==> src/hdl/tvc_pkg.sv <==
package tvc_pkg;

   localparam int unsigned WORD_W = 64;
   localparam int unsigned TEXT_BYTES_MAX = 7;
   localparam logic [2:0] INLINE_TEXT_BYTES = 3'd7;

   localparam logic [10:0] EXP_ALL_ONES = 11'h7FF;
   localparam logic [10:0] EXP_START = 11'h200;
   localparam logic [51:0] ZERO_MANT = 52'h0_FFFF_FFFF_FFFF;
   localparam logic [63:0] INT_BIAS = 64'h1FFF_FFFF_FFFF_FFFF;
   localparam logic [63:0] INT_LIMIT = 64'h3FFF_FFFF_FFFF_FFFD;

   localparam logic [7:0] BOOL_TRUE_WORD = 8'hFF;
   localparam logic [7:0] BOOL_FALSE_WORD = 8'h8F;
   localparam logic [63:0] NONE_WORD = 64'hB;
   localparam logic [7:0] TAG_MASK = 8'h8F;
   localparam logic [7:0] TAG_SHORT_STR = 8'h0F;
   localparam logic [7:0] TAG_BOOL = 8'h8F;
   localparam logic [3:0] TAG_LONG_STR = 4'h3;
   localparam logic [3:0] TAG_ARRAY = 4'h7;

   typedef enum logic [2:0] {
      FUNC_ENC_BOOL   = 3'd0,
      FUNC_ENC_INT    = 3'd1,
      FUNC_ENC_DOUBLE = 3'd2,
      FUNC_ENC_STRING = 3'd3,
      FUNC_DECODE     = 3'd4
   } func_type;

   typedef enum logic [3:0] {
      KIND_NUM       = 4'd0,
      KIND_INT       = 4'd1,
      KIND_NONE      = 4'd2,
      KIND_BOOL      = 4'd3,
      KIND_SHORT_STR = 4'd4,
      KIND_LONG_STR  = 4'd5,
      KIND_ARRAY     = 4'd6,
      KIND_OBJECT    = 4'd7,
      KIND_INVALID   = 4'd8
   } kind_type;

   typedef struct packed {
      logic [63:0] boxed_out;
      logic [3:0]  kind;
      logic [63:0] value_out;
      logic [2:0]  length_out;
      logic        needs_heap;
   } result_type;

   function automatic logic [55:0] byte_mask(input logic [2:0] len);
      logic [55:0] mask;
      mask = '0;
      for (int i = 0; i < TEXT_BYTES_MAX; i++) begin
         if (3'(i) < len) begin
            mask[i*8 +: 8] = 8'hFF;
         end
      end
      return mask;
   endfunction

endpackage

==> src/hdl/tvc_encode.sv <==
module tvc_encode (
   input  logic [2:0]          func,
   input  logic [63:0]         value_bits,
   input  logic [2:0]          text_length,
   output tvc_pkg::result_type result
);
   import tvc_pkg::*;

   logic [63:0] int_off;
   logic        int_ok;
   logic        num_zero;
   logic        num_fits;
   logic        num_above;
   logic        num_spec;
   logic        num_ok;
   logic [63:0] num_bits;
   logic        text_ok;
   logic [55:0] text_bytes;
   logic [63:0] boxed;
   logic        ok;

   assign int_off = value_bits + INT_BIAS;
   assign int_ok = (int_off <= INT_LIMIT);

   assign num_zero = (value_bits[62:0] == '0);
   assign num_fits = value_bits[61] ^ value_bits[62];
   assign num_above = (value_bits[62:52] != EXP_START);
   assign num_spec = (value_bits[62:52] == EXP_ALL_ONES);
   assign num_ok = num_zero || (num_fits && num_above) || num_spec;

   always_comb begin
      num_bits = value_bits;
      if (num_zero) begin
         num_bits = {value_bits[63], EXP_START, ZERO_MANT};
      end else if (num_spec) begin
         num_bits = {value_bits[63], EXP_START, value_bits[51:0]};
      end
   end

   assign text_ok = (text_length <= INLINE_TEXT_BYTES);
   assign text_bytes = value_bits[55:0] & byte_mask(text_length);

   always_comb begin
      boxed = '0;
      ok = 1'b1;
      case (func)
         FUNC_ENC_BOOL: begin
            boxed = {56'd0, value_bits[0] ? BOOL_TRUE_WORD : BOOL_FALSE_WORD};
         end
         FUNC_ENC_INT: begin
            ok = int_ok;
            boxed = {value_bits[60:0], value_bits[63], 2'b01};
         end
         FUNC_ENC_DOUBLE: begin
            ok = num_ok;
            boxed = {num_bits[60:0], num_bits[63], num_bits[62], 1'b0};
         end
         FUNC_ENC_STRING: begin
            ok = text_ok;
            boxed = {text_bytes, 1'b0, text_length, 4'hF};
         end
         default: begin
            boxed = '0;
         end
      endcase
   end

   always_comb begin
      result = '0;
      result.boxed_out = ok ? boxed : '0;
      result.kind = KIND_INVALID;
      result.needs_heap = ~ok;
   end

endmodule

==> src/hdl/tvc_decode.sv <==
module tvc_decode (
   input  logic [63:0]         boxed_word,
   output tvc_pkg::result_type result
);
   import tvc_pkg::*;

   logic [63:0] num_raw;
   logic [63:0] num_bits;

   assign num_raw = {boxed_word[2], boxed_word[1], ~boxed_word[1], boxed_word[63:3]};

   always_comb begin
      num_bits = num_raw;
      if (num_raw[62:0] == {EXP_START, ZERO_MANT}) begin
         num_bits = {num_raw[63], 63'd0};
      end else if (num_raw[62:52] == EXP_START) begin
         num_bits = {num_raw[63], EXP_ALL_ONES, num_raw[51:0]};
      end
   end

   always_comb begin
      result = '0;
      if (!boxed_word[0]) begin
         result.kind = KIND_NUM;
         result.value_out = num_bits;
      end else if (!boxed_word[1]) begin
         result.kind = KIND_INT;
         result.value_out = {{3{boxed_word[2]}}, boxed_word[63:3]};
      end else if (boxed_word == NONE_WORD) begin
         result.kind = KIND_NONE;
      end else if ((boxed_word[7:0] & TAG_MASK) == TAG_SHORT_STR) begin
         result.kind = KIND_SHORT_STR;
         result.length_out = boxed_word[6:4];
         result.value_out = {8'd0, boxed_word[63:8] & byte_mask(boxed_word[6:4])};
      end else if ((boxed_word[7:0] & TAG_MASK) == TAG_BOOL) begin
         result.kind = KIND_BOOL;
         result.value_out = {63'd0, &boxed_word[6:4]};
      end else begin
         result.value_out = {boxed_word[63:4], 4'd0};
         if (boxed_word[3:0] == TAG_LONG_STR) begin
            result.kind = KIND_LONG_STR;
         end else if (boxed_word[3:0] == TAG_ARRAY) begin
            result.kind = KIND_ARRAY;
         end else begin
            result.kind = KIND_OBJECT;
         end
      end
   end

endmodule

==> src/hdl/tagged_value_codec.sv <==
// Channel  | Ports                                         | Handshake
// ---------+-----------------------------------------------+---------------------------
// request  | req_func, req_value_bits, req_text_length,    | start high, busy low
//          | req_boxed_word                                |
// response | rsp_boxed_out, rsp_kind, rsp_value_out,       | rsp_strobe, one cycle
//          | rsp_length_out, rsp_needs_heap                |
//
// One item per clock while reset is low; each item passes through the input register,
// the codec logic and the result register before its result is on the ports.
// busy is high only while reset is asserted; reset clears both valid flags.
// The receiver cannot stall: each result is shown for exactly one cycle.
module tagged_value_codec (
   input  logic        clock,
   input  logic        reset,
   input  logic        start,
   output logic        busy,
   input  logic [2:0]  req_func,
   input  logic [63:0] req_value_bits,
   input  logic [2:0]  req_text_length,
   input  logic [63:0] req_boxed_word,
   output logic        rsp_strobe,
   output logic [63:0] rsp_boxed_out,
   output logic [3:0]  rsp_kind,
   output logic [63:0] rsp_value_out,
   output logic [2:0]  rsp_length_out,
   output logic        rsp_needs_heap
);
   import tvc_pkg::*;

   logic        valid_ff;
   logic        valid_in;
   logic [2:0]  func_ff;
   logic [63:0] value_bits_ff;
   logic [2:0]  text_length_ff;
   logic [63:0] boxed_word_ff;
   logic        strobe_ff;
   result_type  result_ff;
   result_type  result_in;
   result_type  enc_result;
   result_type  dec_result;

   assign busy = reset;
   assign valid_in = start && !busy;

   always_ff @(posedge clock) begin
      if (reset) begin
         valid_ff <= 1'b0;
         strobe_ff <= 1'b0;
      end else begin
         valid_ff <= valid_in;
         strobe_ff <= valid_ff;
      end
   end

   always_ff @(posedge clock) begin
      if (valid_in) begin
         func_ff <= req_func;
         value_bits_ff <= req_value_bits;
         text_length_ff <= req_text_length;
         boxed_word_ff <= req_boxed_word;
      end
      if (valid_ff) begin
         result_ff <= result_in;
      end
   end

   tvc_encode u_encode (
      .func        (func_ff),
      .value_bits  (value_bits_ff),
      .text_length (text_length_ff),
      .result      (enc_result)
   );

   tvc_decode u_decode (
      .boxed_word (boxed_word_ff),
      .result     (dec_result)
   );

   assign result_in = (func_ff == FUNC_DECODE) ? dec_result : enc_result;

   assign rsp_strobe = strobe_ff;
   assign rsp_boxed_out = result_ff.boxed_out;
   assign rsp_kind = result_ff.kind;
   assign rsp_value_out = result_ff.value_out;
   assign rsp_length_out = result_ff.length_out;
   assign rsp_needs_heap = result_ff.needs_heap;

   a_item_to_result: assert property (@(posedge clock) disable iff (reset)
      start && !busy |=> ##1 rsp_strobe)
      else $error("accepted item produced no result");

   a_heap_clears_word: assert property (@(posedge clock) disable iff (reset)
      rsp_strobe && rsp_needs_heap |-> rsp_boxed_out == '0)
      else $error("boxed word not cleared on heap fallback");

   a_heap_only_encode: assert property (@(posedge clock) disable iff (reset)
      rsp_strobe && rsp_needs_heap |-> rsp_kind == KIND_INVALID)
      else $error("heap flag on a decode result");

   a_length_short_only: assert property (@(posedge clock) disable iff (reset)
      rsp_strobe && rsp_kind != KIND_SHORT_STR |-> rsp_length_out == '0)
      else $error("length set on a non short string result");

endmodule
==> config.mk <==
export PLATFORM = sky130hd
export DESIGN_NAME = tagged_value_codec
export DESIGN_NICKNAME = d
export VERILOG_FILES = /design/src/hdl/tvc_pkg.sv /design/src/hdl/tvc_encode.sv /design/src/hdl/tvc_decode.sv /design/src/hdl/tagged_value_codec.sv
export SDC_FILE = /design/constraint.sdc
export NUM_CORES = 1
export LEC_CHECK = 0
export BUFFER_PORTS_ARGS = -buffer_cell sky130_fd_sc_hd__buf_2
export CAP_MARGIN = 30
export CORE_MARGIN = 4
export CORE_UTILIZATION = 40
export DETAILED_ROUTE_END_ITERATION = 7
export SLEW_MARGIN = 0
export SYNTH_ARGS = -nofsm -noshare
export SYNTH_HDL_FRONTEND = slang
export SYNTH_HIERARCHICAL = 1
export SYNTH_SLANG_ARGS = --single-unit
==> constraint.sdc <==
create_clock -name clock -period 12.9 [get_ports clock]
set_clock_uncertainty 0.2 [all_clocks]
set_input_delay 1.935 -clock clock [delete_from_list [all_inputs] [get_ports clock]]
set_output_delay 1.935 -clock clock [all_outputs]
set_load 0.05 [all_outputs]
### Word-level counts from Yosys, hierarchy flattened

Cells that the tools add are included.

| storage, ports and cells | value |
|---|---|
| register bits after elaboration | 272 |
| bits of input ports | 137 |
| output and inout port bits | 138 |
| logic and storage cells | 123 |

| operators by class | value |
|---|---|
| $add $sub $neg | 1 |
| magnitude comparators | 16 |
| equal/unequal tests | 13 |
| muxes and demuxes | 58 |
| bitwise gates (word level) | 8 |
| reductions and logical operators | 13 |

Operators by type and width:

| kind | count |
|---|---|
| two-way mux 8 bit | 42 |
| two-way mux 68 bit | 4 |
| one-hot mux 64 bit (4 select lines) | 1 |
| two-way mux 63 bit | 4 |
| AND 56 bit | 2 |
| two-way mux 67 bit | 1 |
| adder 64 x 61 -> 64 bit, second input constant | 1 |
| equality test 64 x 4 -> 1 bit, second input constant | 1 |
| <= comparator 64 x 62 -> 1 bit, second input constant | 1 |
| equality test 63 x 62 -> 1 bit, second input constant | 1 |
| logical NOT 63 bit | 1 |
| less-than comparator 3 bit, first input constant | 6 |
| less-than comparator 1 x 3 -> 1 bit, first input constant | 4 |
| less-than comparator 2 x 3 -> 1 bit, first input constant | 4 |
| equality test 11 x 10 -> 1 bit, second input constant | 1 |
| equality test 11 bit, second input constant | 1 |
| != test 11 x 10 -> 1 bit, second input constant | 1 |
| two-way mux 7 bit | 1 |
| equality test 3 x 2 -> 1 bit, second input constant | 2 |
| AND reduction 3 bit | 2 |
| equality test 5 x 4 -> 1 bit, second input constant | 1 |
| equality test 5 bit, second input constant | 1 |
| inverter 1 bit | 5 |
| OR reduction 5 bit | 1 |
| other kinds (18) | 20 |

### Logic depth before layout (Yosys ltp)

| logic depth | value |
|---|---|
| word-level depth | 11 |
| mapped depth | 13 |
| depth with buffers taken out | 10 |

### By module

Netlist, hierarchy kept.

By module, submodules not included:

| module | times used | cells each | area an instance (sq um) | seq. area each (sq um) |
|---|---|---|---|---|
| tagged_value_codec | 1 | 428 | 10,047.1 | 8,147.8 |
| tvc_encode | 1 | 470 | 3,118.0 | 0.0 |
| tvc_decode | 1 | 392 | 2,419.8 | 0.0 |

### Worst setup path after synthesis

Ideal clock, no wire load.

| timing | value |
|---|---|
| path kind | in2reg |
| start point | input port reset |
| end point | register boxed_word_ff[0], enable pin |
| setup time | 0.647 ns |
| arrival | 7.880 ns |
| data required time | 12.053 ns |
| slack | 4.173 ns |
| stages | 1 |
| path buffers | 0 |
| path through | nor2b_1 |

| on the way | value |
|---|---|
| longest elaborated chain between the ends | 2 |

RTL lines:

| what | line | text |
|---|---|---|
| from (decl) | tagged_value_codec.sv:14 | `input logic reset,` |
| logical NOT 1 bit | tagged_value_codec.sv:43 | `assign valid_in = start && !busy;` |
| logical AND 1 bit | tagged_value_codec.sv:43 |  |
| to (signal assigned) | tagged_value_codec.sv:60 | `boxed_word_ff <= req_boxed_word;` |
| to (decl) | tagged_value_codec.sv:35 | `logic [63:0] boxed_word_ff;` |

Every way passes these cells.
A chain may end at the register's enable or synchronous reset.

==> summary.md <==
| Metric | Value |
|---|---|
| Outcome | complete, no violations |
| Syn Inst Count | 1,290 |
| CTS root buf | clkbuf_16 |
| Number of buffers added on ports | 274 |
| Synth Flop Type | edfxtp_1 |
| Netlist Area Pre-Place | 0.0156 mm² |
| Internal power | 1.67 mW |
| Drt initial violations | 1,076 |
| Synth Area in Compound Gates | 0.129 |
| Antenna violations before repair | 0 |
| Logic pwr share | 0.130 |
| Reg power frac | 0.485 |
| Hold Fails Final Rpt | 0 |
| Pwr dens | 128 mW/mm² |
| First-pass GRT wire length | 65.9 mm |
| Multi-input gate area | 0.00636 mm² |
| Ys Warns | 6 |
| Detailed-route via count | 11,200 |
| Crit path cell chain | nor3_1 -> nand3_1 -> or3_1 -> or3_4 -> a2111oi_4 -> nand4b_1 -> or4_4 -> o31ai_4 -> buf_4 -> nor3_1 -> mux2_2 |
| Period Utilization, post-route | 0.426 |
| Filler instances | 3,621 |
| Die area | 0.0422 mm² |
| Fraction of layout cells with a size suffix above 1 | 0.359 |
| Max Fclk | 0.182 GHz |
| Crit-path slowest cell | buf_4 |
| CTS sink cnt | 272 |
| Initial cell density of the core | 0.404 |
| Kind of critical path | reg2reg |
| Setup Total Neg Slack | 0 ns |
| DPL Wire Length | 32.0 mm |
| Slowest stage delay, CP | 0.81 ns |
| Post-CTS setup buffers | 0 |
| Reg area | 0.00815 mm² |
| TritonCTS clock tree | yes |
| Synth Area in Adders | 0.000803 |
| Total CTS buffers | 31 |
| CP arrival | 5.63 ns |
| Most used cell, CP | nor3_1 |
| Hold path depth | 3 |
| GRT Resource Usage Total | 0.201 |
| CP Depth | 11 |
| CORE AREA | 0.0386 mm² |
| Sw power | 0.607 mW |
| Clk pwr share | 0.385 |
| Slew margin rel. | 0.366 |
| Simple-gate area share of the yosys netlist | 0.129 |
| Max-Cap Viols | 0 |
| #FFs+latches synth | 272 |
| Delay-heaviest family, CP | simple AND/OR/NAND/NOR gates |
| Hold_buf cts | 0 |
| Vias in the first global route | 10,800 |
| CTS max path bufs | 3 |
| Setup violations, final | 0 |
| Routed WL | 44.4 mm |
| Latest clock arrival within the worst-skew pair | 0.57 ns |
| Yosys top cell area share | 0.520 |
| Worst vdd ir | 140 µV |
| Max-slew violations | 0 |
| Largest fanout on the critical path | 58 |
| DIE WIDTH | 205 µm |
| Fin Hold WS | 0.594 ns |
| Tightest Pin Transition | 0.951 ns |
| Clock-pin slew on the worst setup and hold paths | 0.06 ns |
| Average wire per standard cell | 21.5 µm |
| Grt total ovfl | 0 |
| Unrepaired setup endpoints after global routing | no |
| Ys async rst share | 0 |
| Seq/Total Area, Yosys | 0.523 |
| Top-level I/O count | 275 |
| Layout net count | 1,664 |
| Worst Path Required | 13.03 ns |
| 1st-pass router iterations | 5 |
| Final RePlAce weighted congestion | 0.931 |
| Largest family of logic cells by synthesized area | compound AO/OA/AOI/OAI gates |
| Crit path launch type | flip-flop |
| Sw frac | 0.267 |
| Diode count | 0 |
| Mean Syn Cell Area | 12.1 µm² |
| Synth top area cells | edfxtp_1 (52%), buf_4 (7.2%), mux2_2 (6.9%) |
| Vias per Instance | 5.43 |
| R2R depth | 11 |
| Cell variety after synth | 71 |
| Post-Synth XOR/XNOR Area | 0.00506 |
| Area growth syn-to-layout | 14.0% |
| Synth area leader | edfxtp_1 |
| Leak | 6.69 nW |
| Row count | 72 |
| Tmin final | 5.50 ns |
| CTS resizes | 0 |
| DIE HEIGHT | 205 µm |
| Pin count of the biggest net entering global routing | 72 |
| Hold Path Class | reg2reg |
| CP bufs+invs | 1 |
| H-tree levels | 1 |
| Post-DRT Antenna Nets | 0 |
| Crit path capture type | flip-flop |
| Post-synth EDFFs | 270 |
| Post-synthesis mux area share | 0.110 |
| DRC Markers | 0 |
[registers in the layout, indices dropped and copies added (netlist names)]
register        cells
rsp_value_out      64
rsp_kind            4
value_bits_ff      64
text_length_ff      3
valid_ff            1
rsp_boxed_out      64
rsp_strobe          1
rsp_length_out      3
rsp_needs_heap      1
func_ff             3
boxed_word_ff      64
[power groups by stage]
stage | clock network, mW | registers, mW | logic, mW
after global routing | 0.930 | 1.11 | 0.320
after floorplan | 0 | 1.15 | 0.201
after global placement | 0 | 1.12 | 0.290
final | 0.874 | 1.10 | 0.296
after detailed placement | 0 | 1.12 | 0.294
after CTS | 0.897 | 1.10 | 0.296
[cells by family (layout without fill, tap and decap cells)]
| kind of cell | count (synthesis) | in the layout |
|---|---|---|
| simple gates | 367 | 367 |
| flops | 272 | 272 |
| compound gates | 262 | 262 |
| buf+inv | 236 | 362 |
| mux | 140 | 140 |
| xor+xnor | 9 | 9 |
| other cells | 3 | 137 |
| fa+ha+maj | 1 | 1 |
[routing by layer]
| metal | track usage | share of wire | wire (µm) | vias to the layer above |
|---|---|---|---|---|
| met1 | 0.257 | 0.40 | 17600 | 5366 |
| li1 | - | - | - | 5225 |
| met4 | 0.0577 | 0.030 | 1320 | 0 |
| met3 | 0.0301 | 0.070 | 3100 | 80 |
| met2 | 0.355 | 0.50 | 22400 | 561 |
| met5 | 0 | 0 | 0 | - |
[area by class of cell]
cell class,instances,share of cell area
clock buffers,34,0.0443
clock inverters,23,0.0121
inverters,13,0.00275
multi-input cells,916,0.358
flip-flops and latches,272,0.459
well taps,518,0.0365
repair buffers,292,0.0873
[cells in the final DEF (no fill, tap or decap), drive strengths merged, types with 23 or more instances in the layout]
| master | n |
|---|---|
| buf | 291 |
| edfxtp | 270 |
| nor2 | 160 |
| conb | 137 |
| mux2 | 136 |
| a221oi | 79 |
| a211oi | 42 |
| nand2 | 41 |
| a21oi | 40 |
| nor3 | 39 |
| clkbuf | 35 |
| nor4 | 30 |
| nand4 | 25 |
| nand3 | 23 |
[worst paths after layout]
kind	start	endpoint	slack [ns]
worst min-delay path	value_bits_ff[56]	rsp_boxed_out[59]	0.59
worst max-delay path	value_bits_ff[26]	rsp_boxed_out[3]	7.40
worst max register to register	value_bits_ff[26]	rsp_boxed_out[3]	7.40
worst min register to register	value_bits_ff[56]	rsp_boxed_out[59]	0.59
[synth_stat cells (all sizes together) (4+ instances only)]
master	n
nor4	30
a32oi	4
and2	4
o211ai	11
o22ai	12
or3	4
edfxtp	270
nor3b	5
and3	6
mux2	136
or4	7
xor2	6
a221oi	79
a21oi	40
clkbuf	48
nand2b	5
a211oi	42
mux2i	4
nor3	39
inv	12
buf	175
nand4	25
nand2	41
o21ai	14
nor2	160
nand3b	4
a2111oi	5
nor2b	6
a22o	13
a22oi	15
nand3	23
[worst min-delay path: cells and delay by family (launching register included)]
kind	cells	cell delay, ns
muxes	1	0.13
DFF	1	0.38
and+or+nand+nor	1	0.08
AOI/OAI and AO/OA	1	0.10
[stage by stage]
step | std cells | power, mW | utilization | setup slack, ns | cell area [µm²]
6_report | 2068 | 2.27 | 0.461 | 7.40 | 17800
4_1_cts | 2067 | 2.29 | 0.461 | 7.46 | 17800
3_3_place_gp | 2007 | 1.41 | 0.433 | 7.43 | 16700
5_1_grt | 2068 | 2.36 | 0.461 | 7.21 | 17800
2_1_floorplan | 1424 | 1.35 | - | 4.17 | 16100
3_5_place_dp | 2010 | 1.41 | 0.435 | 7.46 | 16800
(Power assumes the default switching activity.)
